$ cat src/lcct_pkg.sv
// shared types, codes and constants for the linked car chain table unit
// no dependencies
package lcct_pkg;

    localparam int CARS   = 64;
    localparam int NODE_W = 6;
    localparam int LINK_W = 7;
    localparam int LEN_W  = 7;

    localparam logic [LINK_W-1:0] NO_LINK = LINK_W'(64);

    localparam logic [1:0] FUNC_LINK   = 2'd0;
    localparam logic [1:0] FUNC_UNLINK = 2'd1;
    localparam logic [1:0] FUNC_QUERY  = 2'd2;

    typedef struct packed {
        logic [1:0]        func;
        logic [NODE_W-1:0] node_a;
        logic [NODE_W-1:0] node_b;
    } lcct_in_t;

    typedef struct packed {
        logic [NODE_W-1:0] member;
        logic [LEN_W-1:0]  chain_length;
        logic              last;
    } lcct_out_t;

    // request from the sequencer to the link table
    typedef struct packed {
        logic              wr_en;
        logic              wr_link;
        logic [NODE_W-1:0] wr_a;
        logic [NODE_W-1:0] wr_b;
        logic              rd_back;
        logic [NODE_W-1:0] rd_addr;
    } lcct_lt_req_t;

    // true when a link value names a node of the table
    function automatic logic in_range(logic [LINK_W-1:0] n);
        return n < LINK_W'(CARS);
    endfunction

endpackage

$ cat src/linked_car_chain_table_unit.sv
// Link and unlink items are written to the link table as they are accepted and busy
// never rises for them. A query walks the front links from the given node to the
// head and then the back links to the tail, each step waiting on the registered read
// of the link table; it then emits the chain head to tail, each member by a list
// buffer read and then output. Each member is shown for one cycle on result with
// result_valid high and cannot be held off; chain_length is the same on every
// member and last marks the tail. A query of a node out of range and func 3 give
// no results.
// depends on lcct_pkg, lcct_ram and lcct_link_table
module linked_car_chain_table_unit (
    input  logic                clk,
    input  logic                rst_n,
    input  logic                start,
    output logic                busy,
    input  lcct_pkg::lcct_in_t  cmd,
    output logic                result_valid,
    output lcct_pkg::lcct_out_t result
);
    import lcct_pkg::*;

    localparam logic [2:0] ST_IDLE   = 3'd0;
    localparam logic [2:0] ST_FW_RD  = 3'd1;
    localparam logic [2:0] ST_FW_CHK = 3'd2;
    localparam logic [2:0] ST_BW_RD  = 3'd3;
    localparam logic [2:0] ST_BW_CHK = 3'd4;
    localparam logic [2:0] ST_EM_RD  = 3'd5;
    localparam logic [2:0] ST_EM_OUT = 3'd6;

    logic [2:0]        state_reg, state_next;
    logic [NODE_W-1:0] cur_reg, cur_next;
    logic [NODE_W-1:0] anode_reg, anode_next;
    logic [LEN_W-1:0]  cnt_reg, cnt_next;
    logic [LEN_W-1:0]  nf_reg, nf_next;
    logic [LEN_W-1:0]  idx_reg, idx_next;

    logic              accept;
    logic              a_ok;
    logic              b_ok;
    lcct_lt_req_t      lt_req;
    logic [LINK_W-1:0] link_q;
    logic              list_we;
    logic [NODE_W-1:0] list_waddr;
    logic [NODE_W-1:0] list_wdata;
    logic [NODE_W-1:0] list_raddr;
    logic [NODE_W-1:0] list_q;
    logic [LEN_W-1:0]  rev_idx;
    logic [LEN_W-1:0]  idx_inc;
    logic              is_last;

    assign busy   = (state_reg != ST_IDLE);
    assign accept = start && !busy;
    assign a_ok   = in_range({1'b0, cmd.node_a});
    assign b_ok   = in_range({1'b0, cmd.node_b});

    assign idx_inc = idx_reg + LEN_W'(1);
    assign is_last = (idx_inc == cnt_reg);
    assign rev_idx = nf_reg - LEN_W'(1) - idx_reg;

    lcct_link_table u_links (
        .clk     (clk),
        .rst_n   (rst_n),
        .req     (lt_req),
        .rd_data (link_q)
    );

    // chain buffer: front walk in order found, back walk after it
    lcct_ram #(.WIDTH(NODE_W), .DEPTH(CARS)) u_list (
        .clk   (clk),
        .we    (list_we),
        .waddr (list_waddr),
        .wdata (list_wdata),
        .raddr (list_raddr),
        .rdata (list_q)
    );

    // sequencer
    always_comb
    begin
        state_next = state_reg;
        cur_next   = cur_reg;
        anode_next = anode_reg;
        cnt_next   = cnt_reg;
        nf_next    = nf_reg;
        idx_next   = idx_reg;

        lt_req.wr_en   = 1'b0;
        lt_req.wr_link = (cmd.func == FUNC_LINK);
        lt_req.wr_a    = cmd.node_a;
        lt_req.wr_b    = cmd.node_b;
        lt_req.rd_back = 1'b0;
        lt_req.rd_addr = cur_reg;

        list_we    = 1'b0;
        list_waddr = cnt_reg[NODE_W-1:0];
        list_wdata = cur_reg;
        list_raddr = (idx_reg < nf_reg) ? rev_idx[NODE_W-1:0] : idx_reg[NODE_W-1:0];

        unique case (state_reg)
            ST_IDLE:
            begin
                if (accept)
                begin
                    if ((cmd.func == FUNC_LINK || cmd.func == FUNC_UNLINK) && a_ok && b_ok)
                    begin
                        lt_req.wr_en = 1'b1;
                    end
                    else if (cmd.func == FUNC_QUERY && a_ok)
                    begin
                        cur_next   = cmd.node_a;
                        anode_next = cmd.node_a;
                        cnt_next   = '0;
                        state_next = ST_FW_RD;
                    end
                end
            end
            ST_FW_RD:
            begin
                // store this node, fetch its front link
                list_we    = 1'b1;
                cnt_next   = cnt_reg + LEN_W'(1);
                state_next = ST_FW_CHK;
            end
            ST_FW_CHK:
            begin
                if (cnt_reg == LEN_W'(CARS) || !in_range(link_q))
                begin
                    nf_next    = cnt_reg;
                    cur_next   = anode_reg;
                    state_next = ST_BW_RD;
                end
                else
                begin
                    cur_next   = link_q[NODE_W-1:0];
                    state_next = ST_FW_RD;
                end
            end
            ST_BW_RD:
            begin
                lt_req.rd_back = 1'b1;
                state_next     = ST_BW_CHK;
            end
            ST_BW_CHK:
            begin
                if (in_range(link_q) && cnt_reg < LEN_W'(CARS))
                begin
                    list_we    = 1'b1;
                    list_wdata = link_q[NODE_W-1:0];
                    cnt_next   = cnt_reg + LEN_W'(1);
                    cur_next   = link_q[NODE_W-1:0];
                    state_next = ST_BW_RD;
                end
                else
                begin
                    idx_next   = '0;
                    state_next = ST_EM_RD;
                end
            end
            ST_EM_RD:
            begin
                state_next = ST_EM_OUT;
            end
            ST_EM_OUT:
            begin
                idx_next   = idx_inc;
                state_next = is_last ? ST_IDLE : ST_EM_RD;
            end
            default:
            begin
                state_next = ST_IDLE;
            end
        endcase
    end

    // control state
    always_ff @(posedge clk or negedge rst_n)
    begin
        if (!rst_n)
        begin
            state_reg <= ST_IDLE;
        end
        else
        begin
            state_reg <= state_next;
        end
    end

    // walk and emit bookkeeping
    always_ff @(posedge clk)
    begin
        cur_reg   <= cur_next;
        anode_reg <= anode_next;
        cnt_reg   <= cnt_next;
        nf_reg    <= nf_next;
        idx_reg   <= idx_next;
    end

    // result item
    assign result_valid        = (state_reg == ST_EM_OUT);
    assign result.member       = list_q;
    assign result.chain_length = cnt_reg;
    assign result.last         = is_last;

endmodule

$ cat src/lcct_ram.sv
// generic single write port, single read port ram with registered read
// no dependencies
module lcct_ram #(
    parameter int WIDTH  = 8,
    parameter int DEPTH  = 64,
    parameter int ADDR_W = $clog2(DEPTH)
) (
    input  logic              clk,
    input  logic              we,
    input  logic [ADDR_W-1:0] waddr,
    input  logic [WIDTH-1:0]  wdata,
    input  logic [ADDR_W-1:0] raddr,
    output logic [WIDTH-1:0]  rdata
);

    logic [WIDTH-1:0] mem [DEPTH];

    // write port
    always_ff @(posedge clk)
    begin
        if (we)
        begin
            mem[waddr] <= wdata;
        end
    end

    // registered read port
    always_ff @(posedge clk)
    begin
        rdata <= mem[raddr];
    end

endmodule

$ cat src/lcct_link_table.sv
// front and back link tables with per-entry valid bits
// depends on lcct_pkg and lcct_ram
module lcct_link_table (
    input  logic                       clk,
    input  logic                       rst_n,
    input  lcct_pkg::lcct_lt_req_t     req,
    output logic [lcct_pkg::LINK_W-1:0] rd_data
);
    import lcct_pkg::*;

    logic [CARS-1:0]   front_vld_reg;
    logic [CARS-1:0]   back_vld_reg;
    logic              rd_back_reg;
    logic              rd_vld_reg;
    logic [LINK_W-1:0] front_q;
    logic [LINK_W-1:0] back_q;
    logic [LINK_W-1:0] wr_front_val;
    logic [LINK_W-1:0] wr_back_val;

    // link stores the partner, unlink stores the no-link mark
    assign wr_back_val  = req.wr_link ? {1'b0, req.wr_b} : NO_LINK;
    assign wr_front_val = req.wr_link ? {1'b0, req.wr_a} : NO_LINK;

    lcct_ram #(.WIDTH(LINK_W), .DEPTH(CARS)) u_front (
        .clk   (clk),
        .we    (req.wr_en),
        .waddr (req.wr_b),
        .wdata (wr_front_val),
        .raddr (req.rd_addr),
        .rdata (front_q)
    );

    lcct_ram #(.WIDTH(LINK_W), .DEPTH(CARS)) u_back (
        .clk   (clk),
        .we    (req.wr_en),
        .waddr (req.wr_a),
        .wdata (wr_back_val),
        .raddr (req.rd_addr),
        .rdata (back_q)
    );

    // valid bits, read alongside the ram
    always_ff @(posedge clk or negedge rst_n)
    begin
        if (!rst_n)
        begin
            front_vld_reg <= '0;
            back_vld_reg  <= '0;
            rd_back_reg   <= 1'b0;
            rd_vld_reg    <= 1'b0;
        end
        else
        begin
            if (req.wr_en)
            begin
                front_vld_reg[req.wr_b] <= 1'b1;
                back_vld_reg[req.wr_a]  <= 1'b1;
            end
            rd_back_reg <= req.rd_back;
            rd_vld_reg  <= req.rd_back ? back_vld_reg[req.rd_addr]
                                       : front_vld_reg[req.rd_addr];
        end
    end

    // an entry never written reads as no link
    always_comb
    begin
        if (!rd_vld_reg)
        begin
            rd_data = NO_LINK;
        end
        else if (rd_back_reg)
        begin
            rd_data = back_q;
        end
        else
        begin
            rd_data = front_q;
        end
    end

endmodule

$ cat config.mk
export PLATFORM = sky130hd
export DESIGN_NAME = linked_car_chain_table_unit
export DESIGN_NICKNAME = d
export VERILOG_FILES = /design/src/lcct_pkg.sv /design/src/linked_car_chain_table_unit.sv /design/src/lcct_ram.sv /design/src/lcct_link_table.sv
export SDC_FILE = /design/constraint.sdc
export NUM_CORES = 1
export LEC_CHECK = 0
export BUFFER_PORTS_ARGS = -buffer_cell sky130_fd_sc_hd__buf_4
export CAP_MARGIN = 30
export CORE_MARGIN = 8
export CORE_UTILIZATION = 57
export CTS_CLUSTER_DIAMETER = 80
export CTS_CLUSTER_SIZE = 24
export DETAILED_ROUTE_END_ITERATION = 7
export PLACE_DENSITY = 0.82
export SETUP_SLACK_MARGIN = 0.2
export SYNTH_ARGS = -nofsm -noshare
export SYNTH_HDL_FRONTEND = slang
export SYNTH_HIERARCHICAL = 1
export SYNTH_SLANG_ARGS = --single-unit
$ cat constraint.sdc
create_clock -name clk -period 3.4 [get_ports clk]
set_clock_uncertainty 0.15 [all_clocks]
set_input_delay 0.34 -clock clk [delete_from_list [all_inputs] [get_ports clk]]
set_output_delay 0.34 -clock clk [all_outputs]
set_load 0.005 [all_outputs]
# Yosys cells after proc, flatten, opt, wreduce, memory -nomap -nowiden
# Memories as Yosys holds them, arrays and structs flattened. A register that Yosys moved wholly into a read port is not among the register bits.
# Cells that the tools add are included.
[totals] regBits=166 ram_bits=1280 out_inout_bits=16 word_cells=108 mem_count=3
[memory_table] name="u_links.u_back.mem" depth=64 width=7 read_ports=1 rd_ports_with_merged_regs=1 wr=1 line="lcct_ram.sv:16" rtl="logic [WIDTH-1:0] mem [DEPTH];"
[memory_table] name="u_links.u_front.mem" depth=64 width=7 read_ports=1 rd_ports_with_merged_regs=1 wr=1 line="lcct_ram.sv:16"
[memory_table] name="u_list.mem" depth=64 width=6 read_ports=1 rd_ports_with_merged_regs=1 wr=1 line="lcct_ram.sv:16"
[classes] addsub=4 order_cmp=8 eq_ne=15 n_mux=45 bitwise_logic=3 reduce_logical=20
[ops] operator="$or 64x64->64" n=2
[ops] operator="$mux 7" n=9
[ops] operator="$mux 6" n=7
[ops] operator="$lt 6x7->1 const B" n=3
[ops] operator="$pmux 3 s7" n=1
[ops] operator="$pmux 7 s3" n=1
[ops] operator="$pmux 6 s3" n=1
[ops] operator="$mux 3" n=5
[ops] operator="$add 7x1->7 const B" n=2
[ops] operator="$lt 7x7->1 const B" n=2
[ops] operator="$mux 1" n=14
[ops] operator="$pmux 7 s2" n=1
[ops] operator="$bmux 1 s6" n=2
[ops] operator="$demux 1 s6" n=2
[ops] operator="$ge 6x1->1 const B" n=2
[ops] operator="$ne 2x2->1 const B" n=5
[ops] operator="$eq 3x3->1 const B" n=3
[ops] operator="$reduce_bool 3->1" n=3
[ops] operator="$reduce_and 4->1" n=2
[ops] operator="$eq 7x7->1" n=1
[ops] operator="$eq 7x7->1 const B" n=1
[ops] operator="$lt 7x7->1" n=1
[ops] operator="$eq 3x2->1 const B" n=2
[ops] operator="$sub 6x1->6 const B" n=1
[ops] operator="16 further kinds" n=22

# Logic depth before layout (Yosys ltp)
[logic_depth] depth_word=8 depth_mapped=15

# Modules after synthesis
# Netlist, hierarchy kept.
[modules_own_cells] module="lcct_ram at u_links.u_back ..." instances=2 cells_each=827 area_each_um2=17635.7
[modules_own_cells] module="lcct_ram at u_list" instances=1 cells_each=720 area_each_um2=15225.9
[modules_own_cells] module="lcct_link_table" instances=1 cells_each=462 area_each_um2=6009.5
[modules_own_cells] module="linked_car_chain_table_unit" instances=1 cells_each=209 area_each_um2=2242.2

# Least setup slack after synthesis
# No wires, ideal clock.
[synth_path] path_kind="reg2reg" startpoint="register idx_reg[1]" endpoint="register u_list.rdata[2], read port of u_list.mem" arrival_ns=3.163 required_ns=3.133 setup_slack_ns=-0.031 stages_incl_launch_ff=15 path_buffers=3 cell_sequence="edfxtp_1 -> ha_1 -> nor2b_1 -> o21a_1 -> o21ai_0 -> a21oi_1 -> nor2_2 -> mux2_2 -> buf_6 -> buf_12 -> buf_12 -> mux4_2 -> a22oi_2 -> nand3_1 -> a32o_1"
[synth_via] elab_chain_cells=2 elab_cells_between_ends=3 cone_classes="1 x add/sub; 1 x order compare; 1 x mux"
[synth_rtl] element="from (decl)" line="linked_car_chain_table_unit.sv:34" rtl="logic [LEN_W-1:0] idx_reg, idx_next;"
[synth_rtl] element="from (signal assigned)" line="linked_car_chain_table_unit.sv:194" rtl="idx_reg <= idx_next;"
[synth_rtl] element="$lt 7x7->1" line="linked_car_chain_table_unit.sv:96" rtl="list_raddr = (idx_reg < nf_reg) ? rev_idx[NODE_W-1:0] : idx_reg[NODE_W-1:0];"
[synth_rtl] element="$mux 6" line="linked_car_chain_table_unit.sv:96"
[synth_rtl] element="named net list_raddr[0]" line="linked_car_chain_table_unit.sv:44" rtl="logic [NODE_W-1:0] list_raddr;"
[synth_rtl] element="to (decl)" line="lcct_ram.sv:13" rtl="output logic [WIDTH-1:0] rdata"
# The timed path passes the listed nets, and every way through them passes these cells.
# A chain may end at the register's enable or synchronous reset.

# Worst setup path in the final report
[layout_path] startpoint="register nf_reg[1]" endpoint="register u_list.rdata[2], read port of u_list.mem"
[layout_via] elab_cells_between_ends=4 cone_classes="2 x add/sub; 1 x order compare; 1 x mux"
[layout_rtl] element="from (decl)" line="linked_car_chain_table_unit.sv:33" rtl="logic [LEN_W-1:0] nf_reg, nf_next;"
[layout_rtl] element="from (signal assigned)" line="linked_car_chain_table_unit.sv:193" rtl="nf_reg <= nf_next;"
[layout_rtl] element="$lt 7x7->1" line="linked_car_chain_table_unit.sv:96"
[layout_rtl] element="$mux 6" line="linked_car_chain_table_unit.sv:96"
[layout_rtl] element="named net list_raddr[0]" line="linked_car_chain_table_unit.sv:44"
# The timed path passes the listed nets, and every way through them passes these cells.

==> results.toml <==
[cells_and_area]
largestRegisters = "u_links/u_back/mem x448, u_links/u_front/mem x448, u_list/mem x384"
final_cell_mix = "edfxtp_1 (1313), mux4_2 (339), buf_4 (284)"
layout.nets = 3327
fin_util = 0.638
design_area_um2 = 65000
drive_above_1_share = 0.263
nFillCells = 6491
layout_commonest_cell = "edfxtp_1"
area_growth_pct = 10.7

[clock_network]
cts.sinks = 1466
cts_buffers = 72
cts_buffer_depth = 3
clkTransAtPathRegs_ns = 0.09
clk-insertion-delay-late_ns = 0.68
cts_root_buffer = "clkbuf_16"
h-tree-depth = 3
cts_tree = "done"

[synth]
synth_top_area_share = 0.671
synth_fp_nets = 3077
synth_compound_area_frac = 0.0431
ys_seq_area_frac = 0.735
async_flop_share = 0.0907
synth-xor-area-share = 0.00326
yosysUniqueCellTypes = 66
synth.area.mux_share = 0.150
synthSimpleGateAreaFrac = 0.0478
yosys_warnings = 6
yosysTopAreaCell = "edfxtp_1"
synth_area_um2 = 58700
syn_inst = 3045
ys_seq_elements = 1466
synthAdderAreaFrac = 0.00332
syn_area_per_cell_um2 = 19.3
synth_top_family_by_area = "multiplexers"
ys.flop_type = "edfxtp_1"
synth_edf_count = 1313
yosys-top-cells-area = "edfxtp_1 (67%), mux4_2 (13%), dfrtp_1 (5.7%), nor2_1 (1.7%), mux2i_1 (1.1%)"

[grt]
grt_pass1_vias = 32200
grt_max_degree = 129
antenna_found_initial = 2
grt.total_usage = 0.236
overflow = 0
grt_pass1_wl_mm = 202

[floorplan]
num_rows = 117
die_h_um = 337
coreArea_um2 = 102000
die_area_um2 = 114000
start_util = 0.576
die_x_um = 337
io_pins = 33

[hold_path]
min_path_type = "in -> reg"
hold_end = "u_links/front_vld_reg[58]"
hp-start = "cmd[5]"
worstHoldPathCells = 2

[drt]
vias = 31600
drt_wl_total_mm = 135
first_iter_violations = 4473
wl_met1_mm = 49.4
wl_met2_mm = 66.4
post_drt_wl_per_cell_um = 28.7
vias_per_cell = 6.72
ant_nets = 0
drc = 0
wl_met3_mm = 14.4
first_pass_iters = 6
highest_layer = "met4"

[power_and_ir_drop]
seqPwrFrac = 0.420
power.net_switching_mw = 17.1
swShare = 0.331
pwr-share-comb = 0.394
intPower_mw = 34.6
powerDensity_nw_per_um2 = 795
clkPwrFrac = 0.186
vdd_drop_max_mv = 0.702
cellLeakagePower_nw = 21.9

[timing]
setup_ws_ns = -0.226
final.period_utilization = 1.07
setup_viol = 6
report.final.slew_viol_count = 0
fmax_mhz = 276
tightest_slew_ns = 0.904
hold_viol_final = 0
maxSlewHeadroom = 0.397
fin_crit_ns = 3.63
rsz0062_at_grt = "true"

[place]
place.port_buffers = 32
place_congestion = 0.919
dp_hpwl_mm = 84.6
dpl-instance-area_um2 = 62300

[setup_path]
crit_arrival_ns = 4.04
reg2reg_to = "u_list/rdata[2]"
crit_type = "reg -> reg"
required_ns = 3.81
reg2reg_slack_ns = -0.23
critPathMaxFanout = 6
crit_path_start_kind = "flop"
reg2reg_from = "nf_reg[1]"
r2r_cells = 15
endpoint_kind = "flop"

[job]
maxCapViolations = 0

[outcome]
violations = "setup timing"
status = "finished, violations left"
how the worst max path moves through the flow:
stage	depth (start not counted)	slack [ns]	end	start
finish	15	-0.23	u_list/rdata[2]	nf_reg[1]
global placement	14	-0.09	u_list/rdata[2]	nf_reg[1]
floorplan	14	-0.02	u_list/rdata[2]	idx_reg[1]
global route	15	-0.29	u_list/rdata[2]	nf_reg[1]
detailed placement	13	-0.17	u_list/rdata[0]	idx_reg[1]
CTS	14	-0.15	u_list/rdata[2]	idx_reg[1]
per-stage QoR:
stage | worst slack, ns | setup TNS, ns | hold WS, ns | total power [mW] | std cells
after floorplan | -0.0196 | -0.0236 | -0.106 | 34.7 | 3045
after global placement | -0.0922 | -0.477 | 0.278 | 40.2 | 4560
after detailed placement | -0.167 | -0.684 | 0.289 | 41.0 | 4560
after CTS | -0.147 | -0.679 | 0.00944 | 51.1 | 4701
after global routing | -0.292 | -1.48 | 0.0256 | 53.3 | 4705
final | -0.226 | -1.01 | 0.0410 | 51.7 | 4706
cell type report:
| type | count | area [um2] | share of cell area |
|---|---|---|---|
| diodes | 1 | 2.50 | 0.0000385 |
| clock buffers | 106 | 1970 | 0.0303 |
| clock inverters | 10 | 158 | 0.00242 |
| inverters | 26 | 98.8 | 0.00152 |
| multi-input cells | 1391 | 14900 | 0.230 |
| flip-flops and latches | 1466 | 43200 | 0.663 |
| well taps | 1368 | 1710 | 0.0263 |
| repair buffers | 338 | 3010 | 0.0463 |
critical path: stages, from the launching register on:
cell and delay (ns):
edfxtp_1 0.40, inv_1 0.08, ha_1 0.23, nor2b_1 0.13, o21a_1 0.18, o21ai_2 0.12, a21oi_1 0.09, nor2_2 0.20
buf_6 0.14, mux2_8 0.42, buf_12 0.16, buf_12 0.13, mux4_2 0.44, a22oi_2 0.26, nand3_2 0.12, a32o_1 0.27
layer usage:
metal	up-vias	GRT usage
met1	16300	0.319
met3	373	0.0461
met4	0	0.0863
met5	-	0
li1	12800	-
met2	2096	0.387
synthesized netlist by cell type, drive strengths merged, types with 18 or more instances:
| master | number |
|---|---|
| edfxtp | 1313 |
| mux2i | 66 |
| nand2b | 27 |
| o22ai | 37 |
| buf | 89 |
| nand3b | 18 |
| a21oi | 27 |
| nor2 | 260 |
| nand2 | 57 |
| nor3 | 29 |
| a22oi | 20 |
| mux4 | 350 |
| dfrtp | 133 |
| o221ai | 27 |
| dfxtp | 20 |
| and2 | 19 |
| o21ai | 28 |
| nand3 | 48 |
| nor2b | 32 |
| inv | 26 |
| clkbuf | 74 |
| mux2 | 22 |
| o21bai | 59 |
| a21o | 69 |
power by group through the flow:
stage          Combinational, mW  Clock [mW]  Sequential (mW)
6_report                    20.3        9.62             21.7
3_5_place_dp                18.9           0             22.1
4_1_cts                     19.7        9.73             21.7
3_3_place_gp                18.2           0             22.0
2_1_floorplan               12.9           0             21.8
5_1_grt                     21.3        10.3             21.8
what timing repair did:
| action | CTS | global route |
|---|---|---|
| hold buffers | 14 | 0 |
| endpoints found under the setup margin | 63 | 187 |
| endpoints found under the hold margin | 90 | 0 |
| gates resized for setup | 41 | 41 |
| gates cloned | 3 | 0 |
| setup buffers | 8 | 4 |
| pin swaps | 8 | 16 |
logic make-up after synthesis:
group,count (synthesis)
flops,1466
simple gates,571
mux,438
compound gates,345
buf+inv,189
xor+xnor,21
fa+ha+maj,15
(Power assumes the default switching activity.)
